<file path="src/sv/sbrp_pkg.sv">
// Package for the STUN binding response parser.
// Holds the shared constants, codes and record types; no dependencies.
package sbrp_pkg;

	// Fixed message layout.
	localparam int unsigned HDR_BYTES = 20;
	localparam logic [31:0] STUN_COOKIE = 32'h2112_A442;
	localparam logic [15:0] COOKIE_PORT_MASK = 16'h2112;

	// Attribute types of interest.
	localparam logic [15:0] ATTR_MAPPED = 16'h0001;
	localparam logic [15:0] ATTR_XOR = 16'h0020;
	localparam logic [15:0] ATTR_MS_XOR = 16'h8020;
	localparam logic [7:0] FAMILY_IPV4 = 8'h01;
	localparam logic [15:0] ADDR_VALUE_BYTES = 16'd8;

	// Width of the packed result transfer.
	localparam int unsigned RESULT_BITS = 72;

	// Completion status codes.
	typedef enum logic [1:0] {
		ST_OK = 2'd0,
		ST_SHORT = 2'd1,
		ST_BAD_COOKIE = 2'd2,
		ST_LEN_OVERRUN = 2'd3
	} status_t;

	// Kind of the kept address, ordered by preference.
	typedef enum logic [1:0] {
		KIND_NONE = 2'd0,
		KIND_MAPPED = 2'd1,
		KIND_MS_XOR = 2'd2,
		KIND_XOR = 2'd3
	} addr_kind_t;

	// Position inside the attribute walk.
	typedef enum logic [2:0] {
		PH_TYPE_HI = 3'd0,
		PH_TYPE_LO = 3'd1,
		PH_LEN_HI = 3'd2,
		PH_LEN_LO = 3'd3,
		PH_VALUE = 3'd4
	} attr_phase_t;

	// Raw outcome of one payload, passed from the parser to the formatter.
	typedef struct packed {
		status_t status;
		addr_kind_t kind;
		logic [31:0] ip;
		logic [15:0] port;
		logic [15:0] msg_type;
	} frame_rec_t;

endpackage

</file>
<file path="src/sv/stun_binding_response_parser.sv">
// STUN binding response parser top level; depends on sbrp_pkg, sbrp_front, sbrp_queue, sbrp_back.
// Throughput: one byte per cycle; the input stalls only while both record queue entries wait
// behind a result in the output register that the receiver has not yet taken.
// Result path: the record is written into the record queue by the edge that accepts the last byte;
// it then moves into the output register once that is free, and sits there until taken.
// Reset (arst_n, asynchronous, active low) clears the parse state, queue and output valid.
module stun_binding_response_parser #(
	parameter int unsigned LENGTH_BITS = 16
) (
	input logic clk,
	input logic arst_n,
	input logic s_axis_tvalid,
	output logic s_axis_tready,
	input logic [7:0] s_axis_tdata, // [7:0] byte_value
	input logic s_axis_tlast, // last_byte
	output logic m_axis_tvalid,
	input logic m_axis_tready,
	// [1:0] status, [2] address_found, [4:3] address_kind, [36:5] mapped_ip,
	// [52:37] mapped_port, [54:53] message_class, [66:55] message_method, rest zero
	output logic [sbrp_pkg::RESULT_BITS-1:0] m_axis_tdata
);

	logic rec_full;
	logic rec_push;
	sbrp_pkg::frame_rec_t rec;
	logic head_valid;
	sbrp_pkg::frame_rec_t head_rec;
	logic pop;

	// Byte parser.
	sbrp_front #(
		.LENGTH_BITS(LENGTH_BITS)
	) u_front (
		.clk(clk),
		.arst_n(arst_n),
		.in_valid(s_axis_tvalid),
		.in_byte(s_axis_tdata),
		.in_last(s_axis_tlast),
		.in_ready(s_axis_tready),
		.rec_full(rec_full),
		.rec_push(rec_push),
		.rec(rec)
	);

	// Record queue.
	sbrp_queue u_queue (
		.clk(clk),
		.arst_n(arst_n),
		.push(rec_push),
		.push_rec(rec),
		.full(rec_full),
		.pop(pop),
		.head_valid(head_valid),
		.head_rec(head_rec)
	);

	// Result formatter.
	sbrp_back u_back (
		.clk(clk),
		.arst_n(arst_n),
		.head_valid(head_valid),
		.head_rec(head_rec),
		.pop(pop),
		.out_valid(m_axis_tvalid),
		.out_ready(m_axis_tready),
		.out_data(m_axis_tdata)
	);

endmodule

</file>
<file path="src/sv/sbrp_front.sv">
// Byte parser: header capture, attribute walk and best-address selection.
// Depends on sbrp_pkg; emits one frame record per payload on its last byte.
module sbrp_front #(
	parameter int unsigned LENGTH_BITS = 16
) (
	input logic clk,
	input logic arst_n,
	input logic in_valid,
	input logic [7:0] in_byte,
	input logic in_last,
	output logic in_ready,
	input logic rec_full,
	output logic rec_push,
	output sbrp_pkg::frame_rec_t rec
);

	localparam int unsigned CW = 17;
	localparam logic [LENGTH_BITS-1:0] IDX_MAX = {LENGTH_BITS{1'b1}};
	localparam logic [LENGTH_BITS-1:0] IDX_HDR = LENGTH_BITS'(sbrp_pkg::HDR_BYTES);

	logic [LENGTH_BITS-1:0] byte_index_q, byte_index_nx;
	logic [15:0] msg_type_q, msg_type_nx;
	logic [15:0] msg_len_q, msg_len_nx;
	logic [31:0] cookie_q, cookie_nx;
	sbrp_pkg::attr_phase_t phase_q, phase_nx;
	logic [15:0] atype_q, atype_nx;
	logic [15:0] alen_q, alen_nx;
	logic [15:0] aoff_q, aoff_nx;
	logic stopped_q, stopped_nx;
	logic [7:0] cfam_q, cfam_nx;
	logic [15:0] cport_q, cport_nx;
	logic [31:0] cip_q, cip_nx;
	sbrp_pkg::addr_kind_t bkind_q, bkind_nx;
	logic [15:0] bport_q, bport_nx;
	logic [31:0] bip_q, bip_nx;

	logic take;
	logic counting;
	logic walk_en;
	logic [LENGTH_BITS-1:0] pos;
	logic [15:0] rem;
	logic [15:0] len_full;
	logic [15:0] aoff_inc;
	logic len_over;
	logic rem_short;
	logic value_done;
	sbrp_pkg::addr_kind_t cand_kind;
	logic [CW-1:0] body_bytes;

	assign in_ready = !rec_full;
	assign take = in_valid && in_ready;
	assign counting = (byte_index_q != IDX_MAX);

	// Shared quantities of the attribute walk.
	assign pos = byte_index_q - IDX_HDR;
	assign rem = 16'(CW'(msg_len_q) - CW'(pos));
	assign len_full = {alen_q[15:8], in_byte};
	assign aoff_inc = aoff_q + 16'd1;
	assign len_over = (len_full > (rem - 16'd1));
	assign rem_short = (rem < 16'd4);
	assign value_done = (aoff_inc == alen_q);
	assign walk_en = counting && (byte_index_q >= IDX_HDR) && !stopped_q
		&& (CW'(pos) < CW'(msg_len_q));

	// Kind that the current attribute would give.
	always_comb begin
		unique case (atype_q)
			sbrp_pkg::ATTR_XOR: cand_kind = sbrp_pkg::KIND_XOR;
			sbrp_pkg::ATTR_MS_XOR: cand_kind = sbrp_pkg::KIND_MS_XOR;
			sbrp_pkg::ATTR_MAPPED: cand_kind = sbrp_pkg::KIND_MAPPED;
			default: cand_kind = sbrp_pkg::KIND_NONE;
		endcase
	end

	// Next walk phase.
	always_comb begin
		phase_nx = phase_q;
		if (walk_en) begin
			unique case (phase_q)
				sbrp_pkg::PH_TYPE_HI: begin
					if (!rem_short) phase_nx = sbrp_pkg::PH_TYPE_LO;
				end
				sbrp_pkg::PH_TYPE_LO: phase_nx = sbrp_pkg::PH_LEN_HI;
				sbrp_pkg::PH_LEN_HI: phase_nx = sbrp_pkg::PH_LEN_LO;
				sbrp_pkg::PH_LEN_LO: begin
					if (!len_over) begin
						phase_nx = (len_full == 16'd0) ? sbrp_pkg::PH_TYPE_HI
							: sbrp_pkg::PH_VALUE;
					end
				end
				sbrp_pkg::PH_VALUE: begin
					if (value_done) phase_nx = sbrp_pkg::PH_TYPE_HI;
				end
				default: begin
					if (!rem_short) phase_nx = sbrp_pkg::PH_TYPE_LO;
				end
			endcase
		end
	end

	// Header capture, attribute fields and address selection.
	always_comb begin
		byte_index_nx = byte_index_q;
		msg_type_nx = msg_type_q;
		msg_len_nx = msg_len_q;
		cookie_nx = cookie_q;
		atype_nx = atype_q;
		alen_nx = alen_q;
		aoff_nx = aoff_q;
		stopped_nx = stopped_q;
		cfam_nx = cfam_q;
		cport_nx = cport_q;
		cip_nx = cip_q;
		bkind_nx = bkind_q;
		bport_nx = bport_q;
		bip_nx = bip_q;
		if (counting) begin
			byte_index_nx = byte_index_q + LENGTH_BITS'(1);
			if (byte_index_q < LENGTH_BITS'(2)) begin
				msg_type_nx = {msg_type_q[7:0], in_byte};
			end else if (byte_index_q < LENGTH_BITS'(4)) begin
				msg_len_nx = {msg_len_q[7:0], in_byte};
			end else if (byte_index_q < LENGTH_BITS'(8)) begin
				cookie_nx = {cookie_q[23:0], in_byte};
			end
		end
		if (walk_en) begin
			unique case (phase_q)
				sbrp_pkg::PH_TYPE_LO: atype_nx = {atype_q[15:8], in_byte};
				sbrp_pkg::PH_LEN_HI: alen_nx = {in_byte, 8'h00};
				sbrp_pkg::PH_LEN_LO: begin
					if (len_over) begin
						stopped_nx = 1'b1;
					end else begin
						alen_nx = len_full;
						cfam_nx = 8'h00;
						cport_nx = 16'h0000;
						cip_nx = 32'h0000_0000;
						aoff_nx = 16'h0000;
					end
				end
				sbrp_pkg::PH_VALUE: begin
					if (aoff_q == 16'd1) begin
						cfam_nx = in_byte;
					end else if (aoff_q == 16'd2) begin
						cport_nx = {in_byte, 8'h00};
					end else if (aoff_q == 16'd3) begin
						cport_nx = {cport_q[15:8], in_byte};
					end else if (aoff_q >= 16'd4 && aoff_q < 16'd8) begin
						cip_nx = {cip_q[23:0], in_byte};
					end
					aoff_nx = aoff_inc;
					// The attribute ends here: keep it if it holds an IPv4 address of at least 8 value bytes and is at least as good.
					if (value_done && cand_kind != sbrp_pkg::KIND_NONE
							&& cand_kind >= bkind_q
							&& alen_q >= sbrp_pkg::ADDR_VALUE_BYTES
							&& cfam_nx == sbrp_pkg::FAMILY_IPV4) begin
						bkind_nx = cand_kind;
						if (cand_kind == sbrp_pkg::KIND_MAPPED) begin
							bport_nx = cport_nx;
							bip_nx = cip_nx;
						end else begin
							bport_nx = cport_nx ^ sbrp_pkg::COOKIE_PORT_MASK;
							bip_nx = cip_nx ^ sbrp_pkg::STUN_COOKIE;
						end
					end
				end
				default: begin
					if (rem_short) stopped_nx = 1'b1;
					else atype_nx = {in_byte, 8'h00};
				end
			endcase
		end
	end

	// Outcome of the payload, judged on the state after the last byte.
	assign body_bytes = CW'(byte_index_nx) - CW'(sbrp_pkg::HDR_BYTES);
	always_comb begin
		rec.kind = bkind_nx;
		rec.ip = bip_nx;
		rec.port = bport_nx;
		rec.msg_type = msg_type_nx;
		if (byte_index_nx < IDX_HDR) begin
			rec.status = sbrp_pkg::ST_SHORT;
		end else if (cookie_nx != sbrp_pkg::STUN_COOKIE) begin
			rec.status = sbrp_pkg::ST_BAD_COOKIE;
		end else if (CW'(msg_len_nx) > body_bytes) begin
			rec.status = sbrp_pkg::ST_LEN_OVERRUN;
		end else begin
			rec.status = sbrp_pkg::ST_OK;
		end
	end
	assign rec_push = take && in_last;

	// State update; the last byte returns everything to the reset state.
	always_ff @(posedge clk or negedge arst_n) begin
		if (!arst_n) begin
			byte_index_q <= '0;
			msg_type_q <= '0;
			msg_len_q <= '0;
			cookie_q <= '0;
			phase_q <= sbrp_pkg::PH_TYPE_HI;
			atype_q <= '0;
			alen_q <= '0;
			aoff_q <= '0;
			stopped_q <= 1'b0;
			cfam_q <= '0;
			cport_q <= '0;
			cip_q <= '0;
			bkind_q <= sbrp_pkg::KIND_NONE;
			bport_q <= '0;
			bip_q <= '0;
		end else if (take) begin
			if (in_last) begin
				byte_index_q <= '0;
				msg_type_q <= '0;
				msg_len_q <= '0;
				cookie_q <= '0;
				phase_q <= sbrp_pkg::PH_TYPE_HI;
				atype_q <= '0;
				alen_q <= '0;
				aoff_q <= '0;
				stopped_q <= 1'b0;
				cfam_q <= '0;
				cport_q <= '0;
				cip_q <= '0;
				bkind_q <= sbrp_pkg::KIND_NONE;
				bport_q <= '0;
				bip_q <= '0;
			end else begin
				byte_index_q <= byte_index_nx;
				msg_type_q <= msg_type_nx;
				msg_len_q <= msg_len_nx;
				cookie_q <= cookie_nx;
				phase_q <= phase_nx;
				atype_q <= atype_nx;
				alen_q <= alen_nx;
				aoff_q <= aoff_nx;
				stopped_q <= stopped_nx;
				cfam_q <= cfam_nx;
				cport_q <= cport_nx;
				cip_q <= cip_nx;
				bkind_q <= bkind_nx;
				bport_q <= bport_nx;
				bip_q <= bip_nx;
			end
		end
	end

endmodule

</file>
<file path="src/sv/sbrp_queue.sv">
// Two-entry queue of frame records between the parser and the formatter.
// Depends on sbrp_pkg for the record type.
module sbrp_queue (
	input logic clk,
	input logic arst_n,
	input logic push,
	input sbrp_pkg::frame_rec_t push_rec,
	output logic full,
	input logic pop,
	output logic head_valid,
	output sbrp_pkg::frame_rec_t head_rec
);

	sbrp_pkg::frame_rec_t slot_q [2];
	logic wr_ptr_q;
	logic rd_ptr_q;
	logic [1:0] count_q;

	assign full = (count_q == 2'd2);
	assign head_valid = (count_q != 2'd0);
	assign head_rec = slot_q[rd_ptr_q];

	// Record storage.
	always_ff @(posedge clk) begin
		if (push) slot_q[wr_ptr_q] <= push_rec;
	end

	// Pointers and occupancy.
	always_ff @(posedge clk or negedge arst_n) begin
		if (!arst_n) begin
			wr_ptr_q <= 1'b0;
			rd_ptr_q <= 1'b0;
			count_q <= 2'd0;
		end else begin
			if (push) wr_ptr_q <= !wr_ptr_q;
			if (pop) rd_ptr_q <= !rd_ptr_q;
			if (push && !pop) count_q <= count_q + 2'd1;
			else if (pop && !push) count_q <= count_q - 2'd1;
		end
	end

endmodule

</file>
<file path="src/sv/sbrp_back.sv">
// Result formatter: decodes class and method, zeroes fields on error and
// holds the packed result in an output register. Depends on sbrp_pkg.
module sbrp_back (
	input logic clk,
	input logic arst_n,
	input logic head_valid,
	input sbrp_pkg::frame_rec_t head_rec,
	output logic pop,
	output logic out_valid,
	input logic out_ready,
	output logic [sbrp_pkg::RESULT_BITS-1:0] out_data
);

	logic out_valid_q;
	logic [sbrp_pkg::RESULT_BITS-1:0] out_data_q;
	logic [sbrp_pkg::RESULT_BITS-1:0] packed_res;
	logic ok;
	logic found;
	logic [1:0] type_class;
	logic [11:0] msg_method;

	// Decode the message type, skipping the interleaved class bits.
	assign ok = (head_rec.status == sbrp_pkg::ST_OK);
	assign found = (head_rec.kind != sbrp_pkg::KIND_NONE);
	assign type_class = {head_rec.msg_type[8], head_rec.msg_type[4]};
	assign msg_method = {head_rec.msg_type[13:9], head_rec.msg_type[7:5],
		head_rec.msg_type[3:0]};

	// Pack the result; an error status clears every other field.
	always_comb begin
		packed_res = '0;
		packed_res[1:0] = head_rec.status;
		if (ok) begin
			packed_res[2] = found;
			packed_res[4:3] = head_rec.kind;
			packed_res[36:5] = head_rec.ip;
			packed_res[52:37] = head_rec.port;
			packed_res[54:53] = type_class;
			packed_res[66:55] = msg_method;
		end
	end

	assign pop = head_valid && (!out_valid_q || out_ready);
	assign out_valid = out_valid_q;
	assign out_data = out_data_q;

	// Output register.
	always_ff @(posedge clk or negedge arst_n) begin
		if (!arst_n) begin
			out_valid_q <= 1'b0;
		end else if (pop) begin
			out_valid_q <= 1'b1;
		end else if (out_ready) begin
			out_valid_q <= 1'b0;
		end
	end

	always_ff @(posedge clk) begin
		if (pop) out_data_q <= packed_res;
	end

endmodule
</file>
<file path="config.mk">
export PLATFORM = sky130hd
export DESIGN_NAME = stun_binding_response_parser
export DESIGN_NICKNAME = d
export VERILOG_FILES = /design/src/sv/sbrp_pkg.sv /design/src/sv/stun_binding_response_parser.sv /design/src/sv/sbrp_front.sv /design/src/sv/sbrp_queue.sv /design/src/sv/sbrp_back.sv
export SDC_FILE = /design/constraint.sdc
export NUM_CORES = 1
export LEC_CHECK = 0
export ABC_AREA = 1
export BUFFER_PORTS_ARGS = -buffer_cell sky130_fd_sc_hd__buf_2
export CAP_MARGIN = 20
export CORE_MARGIN = 2
export CORE_UTILIZATION = 60
export DETAILED_ROUTE_END_ITERATION = 8
export GPL_ROUTABILITY_DRIVEN = 0
export PLACE_DENSITY = 0.89
export SYNTH_ARGS = -nofsm -noshare
export SYNTH_HDL_FRONTEND = slang
export SYNTH_SLANG_ARGS = --single-unit
</file>
<file path="constraint.sdc">
create_clock -name clk -period 7.21 [get_ports clk]
set_clock_uncertainty 0.15 [all_clocks]
set_input_delay 0.721 -clock clk [delete_from_list [all_inputs] [get_ports clk]]
set_output_delay 0.721 -clock clk [all_outputs]
set_load 0.05 [all_outputs]
</file>
=== Yosys cells after proc, flatten, opt, wreduce, memory -nomap -nowiden ===
Memory sizes are Yosys's and may differ from the RTL's.
Index checks and enable logic that the tools add are counted.

* Flip-flop bits (word level): 310
* Bits in latches: 0
* Bits in writable memories: 136
* Memory bits (read-only): 0
* Input port bits: 13
* Output and inout port bits: 74
* Memories kept: 1

{| class="wikitable"
|+ Memory list
! memory !! words !! bits a word !! read ports !! clocked after memory_dff !! wr ports !! line !! source
|-
| u_queue.slot_q || 2 || 68 || 1 || 0 || 1 || sbrp_queue.sv:14 || <nowiki>sbrp_pkg::frame_rec_t slot_q [2];</nowiki>
|}

* Add/sub/neg operators: 8
* Multipliers: 0
* Div/mod/pow operators: 0
* $lt $le $gt $ge: 13
* Equal/unequal tests: 26
* Shift-type cells: 0
* Mux-type cells: 87
* Bitwise operators: 2
* Reductions and logical operators: 42

{| class="wikitable"
|+ Operator list
! cell !! count
|-
| 2-to-1 mux 32 bit || 18
|-
| 2-to-1 mux 16 bit || 27
|-
| one-hot mux 16 bit (2 select lines) || 4
|-
| 2-to-1 mux 8 bit || 8
|-
| one-hot mux 32 bit (2 select lines) || 1
|-
| adder 16 x 1 -> 16 bit, second input constant || 2
|-
| equality test 16 x 1 -> 1 bit, second input constant || 2
|-
| equality test 16 x 2 -> 1 bit, second input constant || 2
|-
| < comparator 16 x 3 -> 1 bit, second input constant || 2
|-
| < comparator 16 x 4 -> 1 bit, second input constant || 2
|-
| inequality test 32 x 30 -> 1 bit, second input constant || 1
|-
| 2-to-1 mux 30 bit || 1
|-
| 2-to-1 mux 2 bit || 9
|-
| 2-to-1 mux 3 bit || 6
|-
| > comparator 16 x 17 -> 1 bit || 1
|-
| subtractor 16 x 5 -> 17 bit, second input constant || 1
|-
| equality test 16 bit || 1
|-
| equality test 16 bit, second input constant || 1
|-
| equality test 16 x 6 -> 1 bit, second input constant || 1
|-
| greater-or-equal comparator 16 x 3 -> 1 bit, second input constant || 1
|-
| greater-or-equal comparator 16 x 4 -> 1 bit, second input constant || 1
|-
| greater-or-equal comparator 16 x 5 -> 1 bit, second input constant || 1
|-
| > comparator 16 bit || 1
|-
| zero test 16 bit || 1
|-
| other kinds (38) || 83
|}

=== Longest topological paths before layout ===
* Depth after elaboration: 14
* Depth in mapped cells: 37
* Depth with buffers taken out: 36

=== By module ===
From an unflattened synthesis, not the netlist that was laid out.

* Cells, all modules: 2757
* Area total of the unflattened synthesis: 24539.8 µm²

{| class="wikitable"
|+ By module, submodules not included
! module !! times used !! cells each !! area an instance (µm²) !! seq. area each (µm²)
|-
| sbrp_front || 1 || 2301 || 16288.1 || 5955.7
|-
| sbrp_queue || 1 || 237 || 5156.2 || 4184.0
|-
| sbrp_back || 1 || 219 || 3095.5 || 2037.0
|}

=== Worst setup path after synthesis ===
No wires, ideal clock.

* Path type: input port to flip-flop
* Start point: in m_axis_tready
* End point: reg u_queue.count_q[1]
* Arrival: 5154 ps
* Data required time: 6929 ps
* Setup slack: 1775 ps
* Stages on the path: 7
* Buffers on the path: 0
* Path through: nor2_1 > a21oi_1 > inv_1 > ha_1 > a21oi_1 > o21ai_0 > xor2_1

* Cells in the longest elaborated chain, start to end: 5
* Elaborated cells between the ends (all ways): 7
* Those cells by class: mux: 1; reduce/logical: 6

{| class="wikitable"
|+ RTL lines
! what !! line !! source
|-
| start, declared || stun_binding_response_parser.sv:17 || <nowiki>input logic m_axis_tready,</nowiki>
|-
| logical OR 1 bit * || sbrp_back.sv:43 || <nowiki>assign pop = head_valid && (!out_valid_q || out_ready);</nowiki>
|-
| logical AND 1 bit * || sbrp_back.sv:43 ||
|-
| via pop || stun_binding_response_parser.sv:28 || <nowiki>logic pop;</nowiki>
|-
| zero test 1 bit || sbrp_queue.sv:37 || <nowiki>if (push && !pop) count_q <= count_q + 2'd1;</nowiki>
|-
| logical AND 1 bit || sbrp_queue.sv:37 ||
|-
| 2-to-1 mux 2 bit or nonzero test 2 bit (tied branches) || n/a ||
|-
| end signal, assigned || sbrp_queue.sv:37 ||
|-
| end signal, assigned || sbrp_queue.sv:38 || <nowiki>else if (pop && !push) count_q <= count_q - 2'd1;</nowiki>
|-
| end, declared || sbrp_queue.sv:17 || <nowiki>logic [1:0] count_q;</nowiki>
|}

Mark *: on every way through the listed nets, which the timed path passes. The rest lies on a longest branch.
A chain may end at the register's enable or synchronous reset.

=== Final worst setup path ===
* Start point: reg u_front.byte_index_q[2]
* End point: reg u_front.alen_q[2]

* Cells in the longest elaborated chain, start to end: 6
* Elaborated cells between the ends (all ways): 13
* Those cells by class: add/sub: 3; order compare: 3; eq/ne: 2; reduce/logical: 5

{| class="wikitable"
|+ RTL lines
! what !! line !! source
|-
| start, declared || sbrp_front.sv:21 || <nowiki>logic [LENGTH_BITS-1:0] byte_index_q, byte_index_nx;</nowiki>
|-
| start signal, assigned || sbrp_front.sv:231 || <nowiki>byte_index_q <= byte_index_nx;</nowiki>
|-
| subtractor 16 x 5 -> 16 bit (tied with other cells) || sbrp_front.sv:55 || <nowiki>assign pos = byte_index_q - IDX_HDR;</nowiki>
|-
| subtractor 16 bit or logical AND 1 bit (tied branches) || sbrp_front.sv:56, sbrp_front.sv:62 ||
|-
| subtractor 16 x 1 -> 16 bit or logical AND 1 bit (tied branches) || sbrp_front.sv:59, sbrp_front.sv:62 ||
|-
| > comparator 16 bit or logical AND 1 bit (tied branches) || sbrp_front.sv:59, sbrp_front.sv:63 ||
|-
| inequality test 3 bit (no line) or nonzero test 2 bit (tied branches) || n/a ||
|-
| AND reduction 4 bit (no line) * || n/a ||
|-
| end signal, assigned || sbrp_front.sv:237 || <nowiki>alen_q <= alen_nx;</nowiki>
|-
| end, declared || sbrp_front.sv:27 || <nowiki>logic [15:0] alen_q, alen_nx;</nowiki>
|}

Every way passes the cells marked *; elsewhere a longest branch is shown, timed or not.

==> flow_summary_export.csv <==
group,metric,value,unit
worst_setup_path,r2r_start,"u_front.byte_index_q[2]",
worst_setup_path,cp-start-kind,"flip-flop",
clock_network,clk_latency,0.60,ns
grt,grt_max_degree,145,
power,fin_total_pwr,9.31,mW
flow_run,cap_violations,0,
worst_setup_path,crit_top_cell,"nand3_1",
layout,drive_gt1_share,7.20,%
grt,use_met3,4.72,%
die,initial_utilization,60.9,%
yosys,synth-main-ff-cell,"dfrtp_1",
layout,finalNonFillerCells,3475,
route,first_pass_iters,6,
worst_setup_path,critPathMaxStageDelay,0.84,ns
yosys,synth_top_cells_by_area,"dfrtp_1, edfxtp_1, nand2_1",
die,io_pins,87,
clock_network,cts_resized,0,
die,design.die.area,40900,um^2
route,first_iter_violations,2635,
yosys,synth_top_area_share,25.6,%
yosys,ys_types,50,
sta,finalCriticalPeriod,6.00,ns
layout,final_area,25900,um^2
die,die_w,202,um
layout,diodes,0,
worst_hold_path,hold_path.class,"in -> async",
yosys,synth_top_cell_by_area,"dfrtp_1",
clock_network,cts.clk_slew.worst_paths,0.06,ns
power,power.leakage,12.3,nW
clock_network,cts_made_buffers,44,
die,die-height,202,um
worst_setup_path,worst-setup-path-type,"reg -> reg",
worst_setup_path,rrSetupSlack,1.21,ns
sta,rsz0062_at_grt,"false",
route,post_drt_via_cell_ratio,5.88,
power,vdd_drop_max,178,uV
yosys,syn_inst,2899,
worst_setup_path,crit_buf_inv,2,
sta,timing.fmax,167,MHz
clock_network,numClockSinks,440,
sta,slew_headroom,27.0,%
yosys,yosysMostFrequentCell,"nand2_1",
placement,place_inst,3390,
layout,syn2layout_area_growth,9.98,%
route,wl_per_cell,17.2,um
yosys,synth_seq_area_share,50.9,%
clock_network,cts_tree,"built",
yosys,synth.ff_latch_count,440,
yosys,syn_area,23600,um^2
route,ant_nets,0,
run_status,violations,"negative hold slack",
clock_network,htree_levels,2,
sta,finalSetupViolCount,0,
worst_setup_path,r2r-end,"u_front.alen_q[2]",
clock_network,ctsHoldBuffers,0,
power,power.density,359,nW/um^2
route,drc,0,
layout,layout.nets,2998,
sta,fin_crit_sh,83.2,%
grt,grt_pass1_wl,97300,um
clock_network,cts-root-buf,"clkbuf_16",
placement,port_buffers,81,
yosys,avgSynthCellArea,8.14,um^2
placement,place_hpwl,38200,um
grt,grt_pass1_vias,19700,
die,core.rowCount,72,
yosys,synth_edf_count,199,
clock_network,cts_setup_buffers,0,
yosys,netlist_top_cells_count,"nand2_1, inv_1, nand3_1",
worst_setup_path,cp_slowest_cell,"a21oi_1",
grt,met2_usage,48.7,%
run_status,status,"complete, but fails checks",
grt,use_met1,37.7,%
sta,slew_violations,0,
sta,fin_setup_tns,0,ns
route,vias,20400,
placement,place_area,24300,um^2
sta,whs,-0.0100,ns
die,fp.coreArea,38700,um^2
layout,post-route-util,67.0,%
yosys,async_flop_share,54.8,%
yosys,yosysWarnings,0,
worst_setup_path,crit_family,"simple AND/OR/NAND/NOR gates",
worst_setup_path,worst_r2r_path_depth,28,
worst_setup_path,required,7.55,ns
grt,antenna_found_initial,1,
worst_setup_path,crit_path_end_kind,"flip-flop",
placement,pre_cts_ws,1.45,ns
grt,grt_overflow,0,
grt,grt_use_total,29.3,%
clock_network,clk_path_buf_depth,3,
sta,setup_ws,1.21,ns
sta,hold_viol,3,
worst_setup_path,worstPathArrival,6.34,ns
worst_setup_path,cp_max_fo,16,
sta,tightest_slew,1.09,ns
route,wl,59700,um
grt,grt.busiest_layer,"met2",
==> cell families after synthesis <==
logic type	Yosys count	share of synthesized area, %
DFF	440	50.9
and+or+nand+nor	1352	24.1
xor gates and xnor gates	65	2.45
other	1	0.0159
adders and majority gates	64	3.43
buffers and inverters	536	8.96
muxes	3	0.127
AOI/OAI and AO/OA	438	9.99
==> where the power goes <==
part	internal, mW	switching (mW)
Combinational	0.869	2.46
Sequential	3.21	0.242
Clock	1.52	1.01
==> worst reg2reg max path: cells and delay by family, from the launching register on <==
family,cells,cell delay [ns]
AND/OR/NAND/NOR,16,2.36
buffers and inverters,2,0.12
XOR/XNOR,2,0.33
adder cells (fa/ha/maj),2,0.60
AO/OA/AOI/OAI,6,1.85
flip-flops,1,0.50
==> cell type report <==
| class | instances | area (um^2) |
|---|---|---|
| fill | 2795 | 12800 |
| sequential | 440 | 12000 |
| multi-input combinational | 1927 | 9530 |
| inverter | 407 | 1530 |
| clock buffer | 53 | 1160 |
| tap | 518 | 648 |
| timing repair buffer | 101 | 631 |
| clock inverter | 29 | 432 |
==> layer usage <==
metal | wire (um) | vias up
met5 | 0 | -
met4 | 2800 | 0
met3 | 5290 | 245
met2 | 28500 | 1131
met1 | 23100 | 9588
li1 | - | 9460
==> flip-flops by register name, summed over array words and instances, names as in the netlist <==
| signal | flops |
|---|---|
| u_front.aoff_q | 16 |
| u_front.bkind_q | 2 |
| u_front.cport_q | 16 |
| u_queue.count_q | 2 |
| u_front.stopped_q | 1 |
| u_queue.rd_ptr_q | 1 |
| u_queue.wr_ptr_q | 1 |
| u_back.out_valid | 1 |
| u_front.cip_q | 32 |
| u_queue.slot_q | 132 |
| u_front.alen_q | 16 |
| u_front.bip_q | 32 |
| u_front.msg_type_q | 14 |
| u_front.bport_q | 16 |
| u_back.out_data | 67 |
| u_front.cookie_q | 32 |
| u_front.msg_len_q | 16 |
| u_front.atype_q | 16 |
| u_front.phase_q | 3 |
| u_front.byte_index_q | 16 |
| u_front.cfam_q | 8 |
==> worst max path at each step <==
stage	start	to	cells after the start
after global placement	u_front.byte_index_q[2]	u_front.alen_q[0]	28
after floorplan	m_axis_tready	u_queue.count_q[1]	7
after global routing	u_front.byte_index_q[2]	u_front.alen_q[2]	28
final	u_front.byte_index_q[2]	u_front.alen_q[2]	28
after detailed placement	u_front.byte_index_q[2]	u_front.alen_q[2]	28
after CTS	u_front.byte_index_q[2]	u_front.alen_q[2]	28
==> cell usage in the layout, fill, tap and decap left out, types with 7 or more instances in the layout <==
cell	n
bufinv_16	10
xor2_1	56
xnor2_1	8
nor2_1	142
clkinv_2	7
ha_1	63
o22ai_1	52
nand3b_1	10
o21ai_0	209
edfxtp_1	199
o21ai_1	19
a21oi_1	130
a22o_1	13
nand4_1	24
inv_1	398
nand2_1	839
clkinv_1	8
buf_4	15
nor3_1	44
nand3_1	250
nor2_4	9
clkbuf_16	44
dfrtp_1	240
buf_2	80
Power figures use the tool's default switching activity.
